**src/design/fhr_pkg.sv**
```systemverilog
// Shared types and constants for the fragment hole reassembly block.
// Used by fhr_cell, fhr_chain and fragment_hole_reassembly; no dependencies.
`default_nettype none
package fhr_pkg;

	localparam int MAX_HOLES = 16;
	localparam logic [32:0] HDR_BYTES = 33'd28;
	localparam logic [63:0] MAGIC_VALUE = 64'h3154415453534355;

	typedef enum logic [2:0] {
		ST_OK       = 3'd0,
		ST_OLD      = 3'd1,
		ST_BADLEN   = 3'd2,
		ST_BADMAGIC = 3'd3,
		ST_NOHOLE   = 3'd4,
		ST_FULL     = 3'd5
	} status_t;

	typedef enum logic [2:0] {
		OP_NONE,
		OP_SET_START,
		OP_SET_END,
		OP_DELETE,
		OP_SPLIT
	} op_t;

	typedef struct packed {
		logic        tok;
		logic        hit_found;
		logic        spare_found;
		logic        left;
		logic        right;
		logic [31:0] hit_end;
		logic [1:0]  vcount;
	} probe_t;

	typedef struct packed {
		logic        clr;
		op_t         op;
		logic [31:0] foff;
		logic [32:0] fend;
		logic [31:0] split_end;
		logic [31:0] msize;
	} cmd_t;

endpackage
`default_nettype wire

```
**src/design/fhr_cell.sv**
```systemverilog
// One hole table entry with its stage of the search token path.
// Depends on fhr_pkg.
`default_nettype none
module fhr_cell (
	input  wire logic            clk,
	input  wire logic            arst_n,
	input  wire logic            head,
	input  wire fhr_pkg::cmd_t   cmd,
	input  wire fhr_pkg::probe_t probe_in,
	output fhr_pkg::probe_t      probe_out
);
	import fhr_pkg::*;

	logic [31:0] start_q;
	logic [31:0] end_q;
	logic        inv_q;
	logic        hit_mark_q;
	logic        spare_mark_q;
	probe_t      probe_q;
	logic        valid;
	logic        fits;
	logic        spare;
	probe_t      probe_d;

	assign valid = inv_q ^ head;
	assign fits = valid && !probe_in.hit_found && ({1'b0, cmd.foff} >= {1'b0, start_q})
		&& (cmd.fend <= {1'b0, end_q});
	assign spare = !valid && !probe_in.spare_found;

	always_comb begin
		probe_d = probe_in;
		probe_d.hit_found = probe_in.hit_found | fits;
		probe_d.spare_found = probe_in.spare_found | spare;
		if (valid && probe_in.vcount != 2'd2) begin
			probe_d.vcount = probe_in.vcount + 2'd1;
		end
		if (fits) begin
			probe_d.left = cmd.foff > start_q;
			probe_d.right = cmd.fend < {1'b0, end_q};
			probe_d.hit_end = end_q;
		end
	end

	// advance the token one cell per cycle
	always_ff @(posedge clk or negedge arst_n) begin
		if (!arst_n) begin
			probe_q <= '0;
		end else begin
			probe_q <= probe_d;
		end
	end

	always_ff @(posedge clk) begin
		if (probe_in.tok) begin
			hit_mark_q <= fits;
			spare_mark_q <= spare;
		end
	end

	always_ff @(posedge clk or negedge arst_n) begin
		if (!arst_n) begin
			start_q <= '0;
			end_q <= '0;
			inv_q <= 1'b0;
		end else if (cmd.clr) begin
			start_q <= '0;
			end_q <= head ? cmd.msize : 32'd0;
			inv_q <= 1'b0;
		end else begin
			case (cmd.op)
				OP_SET_START: begin
					if (hit_mark_q) start_q <= cmd.fend[31:0];
				end
				OP_SET_END: begin
					if (hit_mark_q) end_q <= cmd.foff;
				end
				OP_DELETE: begin
					if (hit_mark_q) inv_q <= head;
				end
				OP_SPLIT: begin
					if (hit_mark_q) begin
						end_q <= cmd.foff;
					end else if (spare_mark_q) begin
						start_q <= cmd.fend[31:0];
						end_q <= cmd.split_end;
						inv_q <= ~head;
					end
				end
				default: begin
				end
			endcase
		end
	end

	assign probe_out = probe_q;

endmodule
`default_nettype wire

```
**src/design/fhr_chain.sv**
```systemverilog
// Row of MAX_HOLES hole cells linked by the search token path.
// Depends on fhr_pkg and fhr_cell.
`default_nettype none
module fhr_chain (
	input  wire logic            clk,
	input  wire logic            arst_n,
	input  wire fhr_pkg::cmd_t   cmd,
	input  wire fhr_pkg::probe_t probe_in,
	output fhr_pkg::probe_t      probe_out
);
	import fhr_pkg::*;

	probe_t link [MAX_HOLES+1];

	assign link[0] = probe_in;

	for (genvar i = 0; i < MAX_HOLES; i++) begin : g_cell
		fhr_cell u_cell (
			.clk       (clk),
			.arst_n    (arst_n),
			.head      (i == 0),
			.cmd       (cmd),
			.probe_in  (link[i]),
			.probe_out (link[i+1])
		);
	end

	assign probe_out = link[MAX_HOLES];

endmodule
`default_nettype wire

```
**config.mk**
```make
export PLATFORM = sky130hd
export DESIGN_NAME = fhr_chain
export DESIGN_NICKNAME = d
export VERILOG_FILES = /design/src/design/fhr_pkg.sv /design/src/design/fhr_cell.sv /design/src/design/fhr_chain.sv
export SDC_FILE = /design/constraint.sdc
export NUM_CORES = 2
export LEC_CHECK = 0
export BUFFER_PORTS_ARGS = -buffer_cell sky130_fd_sc_hd__buf_4
export CAP_MARGIN = 30
export CELL_PAD_IN_SITES_DETAIL_PLACEMENT = 1
export CELL_PAD_IN_SITES_GLOBAL_PLACEMENT = 1
export CORE_ASPECT_RATIO = 0.9
export CORE_UTILIZATION = 40
export DETAILED_ROUTE_END_ITERATION = 10
export GPL_TIMING_DRIVEN = 1
export PLACE_DENSITY = 0.76
export SYNTH_ARGS = -nofsm -noshare
export SYNTH_HDL_FRONTEND = slang
export SYNTH_SLANG_ARGS = --single-unit
```
**constraint.sdc**
```tcl
create_clock -name clk -period 2.6 [get_ports clk]
set_input_delay 0.39 -clock clk [delete_from_list [all_inputs] [get_ports clk]]
set_output_delay 0.39 -clock clk [all_outputs]
set_load 0.01 [all_outputs]
```
# == Word-level counts from Yosys, hierarchy flattened ==
# Index checks and enable logic that the tools add are counted.
# op_classes
muxes,272
n_eq_ne,116
magnitude_cmp,64
add_sub_neg,16
bitwise,33
n_reduce_logical,178
# op_table
op,count
two-way mux 32 bit,128
one-hot mux 32 bit (2 select lines),32
two-way mux 34 bit,16
<= comparator 33 x 32 -> 1 bit,16
< comparator 33 x 32 -> 1 bit,16
>= comparator 32 bit,16
greater-than comparator 32 bit,16
"!= test 3 x 2 -> 1 bit, second input constant",64
AND reduction 4 bit,32
logical AND 1 bit,80
two-way mux 1 bit,64
"!= test 4 x 2 -> 1 bit, second input constant",16
"!= test 3 bit, second input constant",16
AND reduction 3 bit,16
logical NOT 1 bit,47
"adder 2 x 1 -> 2 bit, second input constant",16
two-way mux 2 bit,16
"!= test 2 bit, second input constant",16
bitwise OR 1 bit,32
one-hot mux 1 bit (2 select lines),16
nonzero test 3 bit,3
"== test 3 x 2 -> 1 bit, second input constant",2
"== test 3 x 1 -> 1 bit, second input constant",1
"== test 3 bit, second input constant",1
NOT 1 bit,1
# totals
ff_bits,1696

# == Logic depth before layout (Yosys ltp) ==
# logic_depth
depth_word,5
mapped_depth,14
ltp_nobuf,10

# == By module ==
# Synthesis repeated with hierarchy kept, for this count alone.
# unflattened
hier_cells,11042
hier_area_um2,104127.4
# by_module_without_submodules
module,seq_area_each_um2,area_each_um2,cells_each,instances
fhr_cell,2662.6,6507.5,690,16
fhr_chain,0.0,7.5,2,1

# == Least setup slack after synthesis ==
# No wires, ideal clock.
# synth_path
path_type,input port to flip-flop
from,input cmd[97] (netlist bit)
to,register g_cell[0].u_cell.probe_q (netlist bit g_cell[0].u_cell.probe_out[10])
setup_time_ps,125
n_path_buf,4
slack_ps,-893
stages,14
t_arrival_ps,3368
path_cell_list,clkbuf_1 > clkbuf_1 > inv_1 > ha_1 > nand2b_1 > a21o_1 > a21o_1 > a21oi_1 > o21ai_0 > a211oi_1 > a21o_1 > clkbuf_1 > buf_2 > mux2_2
# synth_rtl
element,line,rtl
start: declaration,fhr_chain.sv:7,"input wire fhr_pkg::cmd_t cmd,"
end signal: assignment,fhr_cell.sv:49,probe_q <= probe_d;
end: declaration,fhr_cell.sv:19,probe_t probe_q;

==> flow_results.org <==
** Pwr
- For this design the static power due to leakage is 57.0 nW.
- The completed layout was analyzed and its total power is 77.4 mW.
- VDD sags by at most 0.746 mV.
- In this run the power density over the cells is 624 nW/µm².

** Place
- Half-perimeter wire length after placement :: 255,000 µm
- Placed Area :: 110,000 µm²
- Final weighted congestion in routability-driven placement :: 0.987
- Placement-stage worst setup slack :: -1.04 ns
- Buffers placed on the I/O ports in this run total 212.
- Placed insts :: 13,600

** Synthesis
- Unique masters post-synth :: 72
- FF+latch count, synth :: 1,696
- Synth Flop Type :: sky130_fd_sc_hd__dfrtp_1
- Commonest cells in the netlist :: sky130_fd_sc_hd__dfrtp_1, sky130_fd_sc_hd__nand2_1, sky130_fd_sc_hd__inv_1
- Syn nets :: 10,600
- Counting flops with an async set or reset pin after synthesis yields a share of 98.1%.
- Area share of the largest cell type after synthesis :: 44.1%
- Synthesis produced 9,432 cells.
- By area the synthesized netlist is led by sky130_fd_sc_hd__dfrtp_1, sky130_fd_sc_hd__ha_1, sky130_fd_sc_hd__mux2_2.
- Yosys top cell by area :: sky130_fd_sc_hd__dfrtp_1
- A synthesized cell averages 10.0 µm².
- Post-synth EDFFs :: 32
- Post-Synthesis Cell Area :: 94,300 µm²
- During synthesis, Yosys emitted a total of 0 warnings.
- Sequential elements use 45.2% of the synthesized area.
- In the post-synthesis netlist, the cell with the most instances is sky130_fd_sc_hd__dfrtp_1.

** Layout
- For this run, the number of standard cells in the final layout without fillers is 14,200.
- For this run, the post-layout net count is 12,100.
- Share of final-layout standard cells stronger than drive strength 1 :: 27.9%
- Non-Filler Cell Area, Final :: 124,000 µm²
- Area overhead of the layout relative to synthesis :: 31.5%

** Critical path
- Worst Setup Start Kind :: flip-flop
- STA puts the critical path data required time at 3.33 ns.
- Max stage delay cell, worst path :: sky130_fd_sc_hd__a221oi_2
- Number of buffers and inverters on the critical path :: 3
- Endpoint of the most critical setup path :: g_cell[0].u_cell.probe_out[4]
- The endpoint identified for the worst register-to-register timing path is g_cell[0].u_cell.probe_out[4].
- The worst setup path is of the reg -> reg kind.
- CP startpoint :: g_cell[0].u_cell.end_q[7]
- The kind of cell with the highest combined delay along the critical path is compound AO/OA/AOI/OAI gates.
- Data arrival time of the critical path :: 4.15 ns
- Number of cells on the critical path :: 12
- In this run the critical register-to-register path is launched from g_cell[0].u_cell.end_q[7].
- In this run the worst path has a maximum fanout of 8.
- Chain of cells forming the critical path :: inv_1 -> ha_1 -> a21oi_1 -> nand2_1 -> a221oi_2 -> buf_4 -> o31ai_4 -> a211oi_2 -> o211ai_1 -> a21o_4 -> buf_12 -> mux2_4
- STA classifies the critical path endpoint as a flip-flop.
- Worst R2R Setup Slack :: -0.82 ns
- Worst stage delay on the critical path :: 0.51 ns
- The worst register-to-register path has a depth of 12.

** Clock network
- CTS built an H-tree with a depth of 4.
- After clock tree synthesis, the clock-pin slew on the worst setup and hold paths is 0.08 ns.
- CTS tree :: built
- The number of clock buffers added by TritonCTS is 185.
- Clock tree synthesis selected as its root buffer the cell sky130_fd_sc_hd__clkbuf_16.
- Worst skew pair latency :: 0.92 ns
- Clock net sink count :: 1,696
- Counting along the longest clock path gives a buffer depth of 3.

** Floorplanning
- Die Ht :: 463 µm
- Initial standard-cell utilization of the core :: 40.4%
- Horizontal die dimension :: 514 µm
- The die covers 238,000 µm².
- FP Rows :: 168
- Core outline area :: 234,000 µm²
- In this run the count of I/O pins placed on the die edge is 213.

** Timing
- Final Hold Vio Count :: 0
- Setup Skew :: 0.0730 ns
- Setup repair after global routing missed its margin :: yes
- Once routing completed, OpenROAD measured the worst setup slack at -0.820 ns.
- Transition time at the pin with the least slew margin :: 0.969 ns
- Period minus WS final :: 3.42 ns
- Period utilization :: 132%
- Peak clock frequency supported by timing :: 0.292 GHz
- Relative slew slack :: 35.3%
- The number of pins exceeding their max-slew limit in the final report came to 0.
- Adding up every negative setup slack in the final design gives -264.46 ns.
- Setup violations remaining at the end of the flow were counted as 573.

** Detailed routing
- The routed layout has 83,900 vias.
- Once detail routing completed, the nets flagged for antenna violations numbered 0.
- For this run, design rule violations remaining after detail routing come to 0.
- Wires add up to 407,000 µm.
- Via count normalized by instance count :: 5.89
- For this block, the initial DRC count from the detailed router was 6,700.
- In the final routed layout, each cell accounts on average for 28.6 µm.
- The first TritonRoute pass finished after 6 iterations.

** Global route
- First-pass GRT wire length :: 549,000 µm
- The number of global-route vias before repair is 89,500.
- Entering global routing, the biggest net connects 100 pins.
- Across every metal layer, demand over resource in global routing totals 30.3%.
- Number of antenna violations at the first check in global routing :: 12
- After global routing the overflow that remains totals 0.

** Run
- Total of max-cap violations :: 0

** Min path
- Tightest Hold Check Type :: in -> reg

** Run status
- The checks that failed: setup timing.
- Outcome :: finished with violations
-- per-stage QoR --
step / hold slack (ns) / utilization, %
after floorplan: 0.0944 / -
after global placement: 0.331 / 47.1
after detailed placement: 0.333 / 47.1
after CTS: 0.00594 / 51.4
after global routing: 0.0215 / 53.1
final: 0.0149 / 53.1
-- layout make-up --
cell class,count,area [µm²]
diodes,7,17.5
clock buffers,268,5460
clock inverters,77,1250
fillers,25000,110000
inverters,1063,4010
multi-input cells,6178,50000
flip-flops and latches,1696,42600
well taps,3145,3940
repair buffers,1808,16800
-- flip-flops by register name (all words and copies together) (netlist names) --
register and cells:
g_cell.u_cell.start_q 512, g_cell.u_cell.end_q 512, g_cell.u_cell.inv_q 16, g_cell.u_cell.hit_mark_q 16, g_cell.u_cell.spare_mark_q 16, g_cell.u_cell.probe_out 624
-- logic make-up (layout without fill, tap and decap cells) --
| logic type | count (synthesis) | after routing | synth area share [%] |
|---|---|---|---|
| simple gates | 2011 | 2013 | 9.47 |
| compound gates | 2146 | 2146 | 14.2 |
| buf+inv | 1560 | 3216 | 6.41 |
| fa+ha+maj | 1040 | 1040 | 13.8 |
| flops | 1696 | 1696 | 45.2 |
| xor+xnor | 17 | 17 | 0.158 |
| mux | 962 | 962 | 10.9 |
| other cells | 0 | 7 | 0 |
-- worst register-to-register path: cells and delay by family (launching register included) --
family | cells | cell delay [ns]
adder cells (fa/ha/maj) | 1 | 0.32
AND/OR/NAND/NOR | 1 | 0.11
buffers and inverters | 3 | 0.51
AO/OA/AOI/OAI | 6 | 1.65
multiplexers | 1 | 0.32
flip-flops | 1 | 0.40
-- layout by cell type, fill, tap and decap left out, drive strengths merged, types with 25 or more instances in the layout --
cell type / synthesis / final
a221oi: 25 / 25
a22oi: 45 / 45
clkbuf: 392 / 295
a21oi: 365 / 365
nor2: 214 / 214
mux2: 482 / 482
nand2: 1241 / 1241
clkinv: 0 / 37
mux2i: 480 / 480
edfxtp: 32 / 32
inv: 1063 / 1069
o31ai: 487 / 487
dfrtp: 1664 / 1664
nor2b: 51 / 51
nand2b: 97 / 97
nand4: 183 / 183
a211oi: 77 / 77
dlygate4sd3: 0 / 101
nor3: 43 / 43
nand3: 66 / 66
a21o: 255 / 255
and4: 26 / 26
o21ai: 781 / 781
ha: 1040 / 1040
or2: 23 / 25
buf: 105 / 1680
-- where the power goes --
part	internal, mW	total [mW]	switching, mW
Combinational	7.41	17.2	9.83
Sequential	28.9	30.4	1.56
Clock	17.1	29.8	12.7
Total	53.4	77.4	24.1
-- layer usage --
layer	share of wire (%)	vias up	global-route usage (%)	routed length, µm
li1	-	35800	-	-
met1	38	43000	36.7	153000
met5	0.0071	-	0	29
met4	8.6	4	18.9	35100
met3	6.9	1645	5.28	28300
met2	47	3579	50.1	191000
-- worst min path at each step --
stage | startpoint | to | slack (ns) | cells past startpoint
after CTS | cmd[46] | g_cell[9].u_cell.end_q[14] | 0.006 | 3
after detailed placement | arst_n | g_cell[15].u_cell.probe_out[9] | 0.33 | 1
after global routing | cmd[62] | g_cell[13].u_cell.end_q[30] | 0.02 | 3
after global placement | arst_n | g_cell[15].u_cell.probe_out[9] | 0.33 | 1
after floorplan | arst_n | g_cell[0].u_cell.end_q[0] | 0.09 | 0
final | cmd[55] | g_cell[10].u_cell.end_q[23] | 0.01 | 3
-- what timing repair did --
action,4_1_cts,5_1_grt
pin swaps,88,194
endpoints found under the setup margin,573,580
endpoints found under the hold margin,679,0
buffers inserted,59,121
gates cloned,18,28
resized for setup,317,639
hold buffers,101,0
Power figures use the tool's default switching activity.
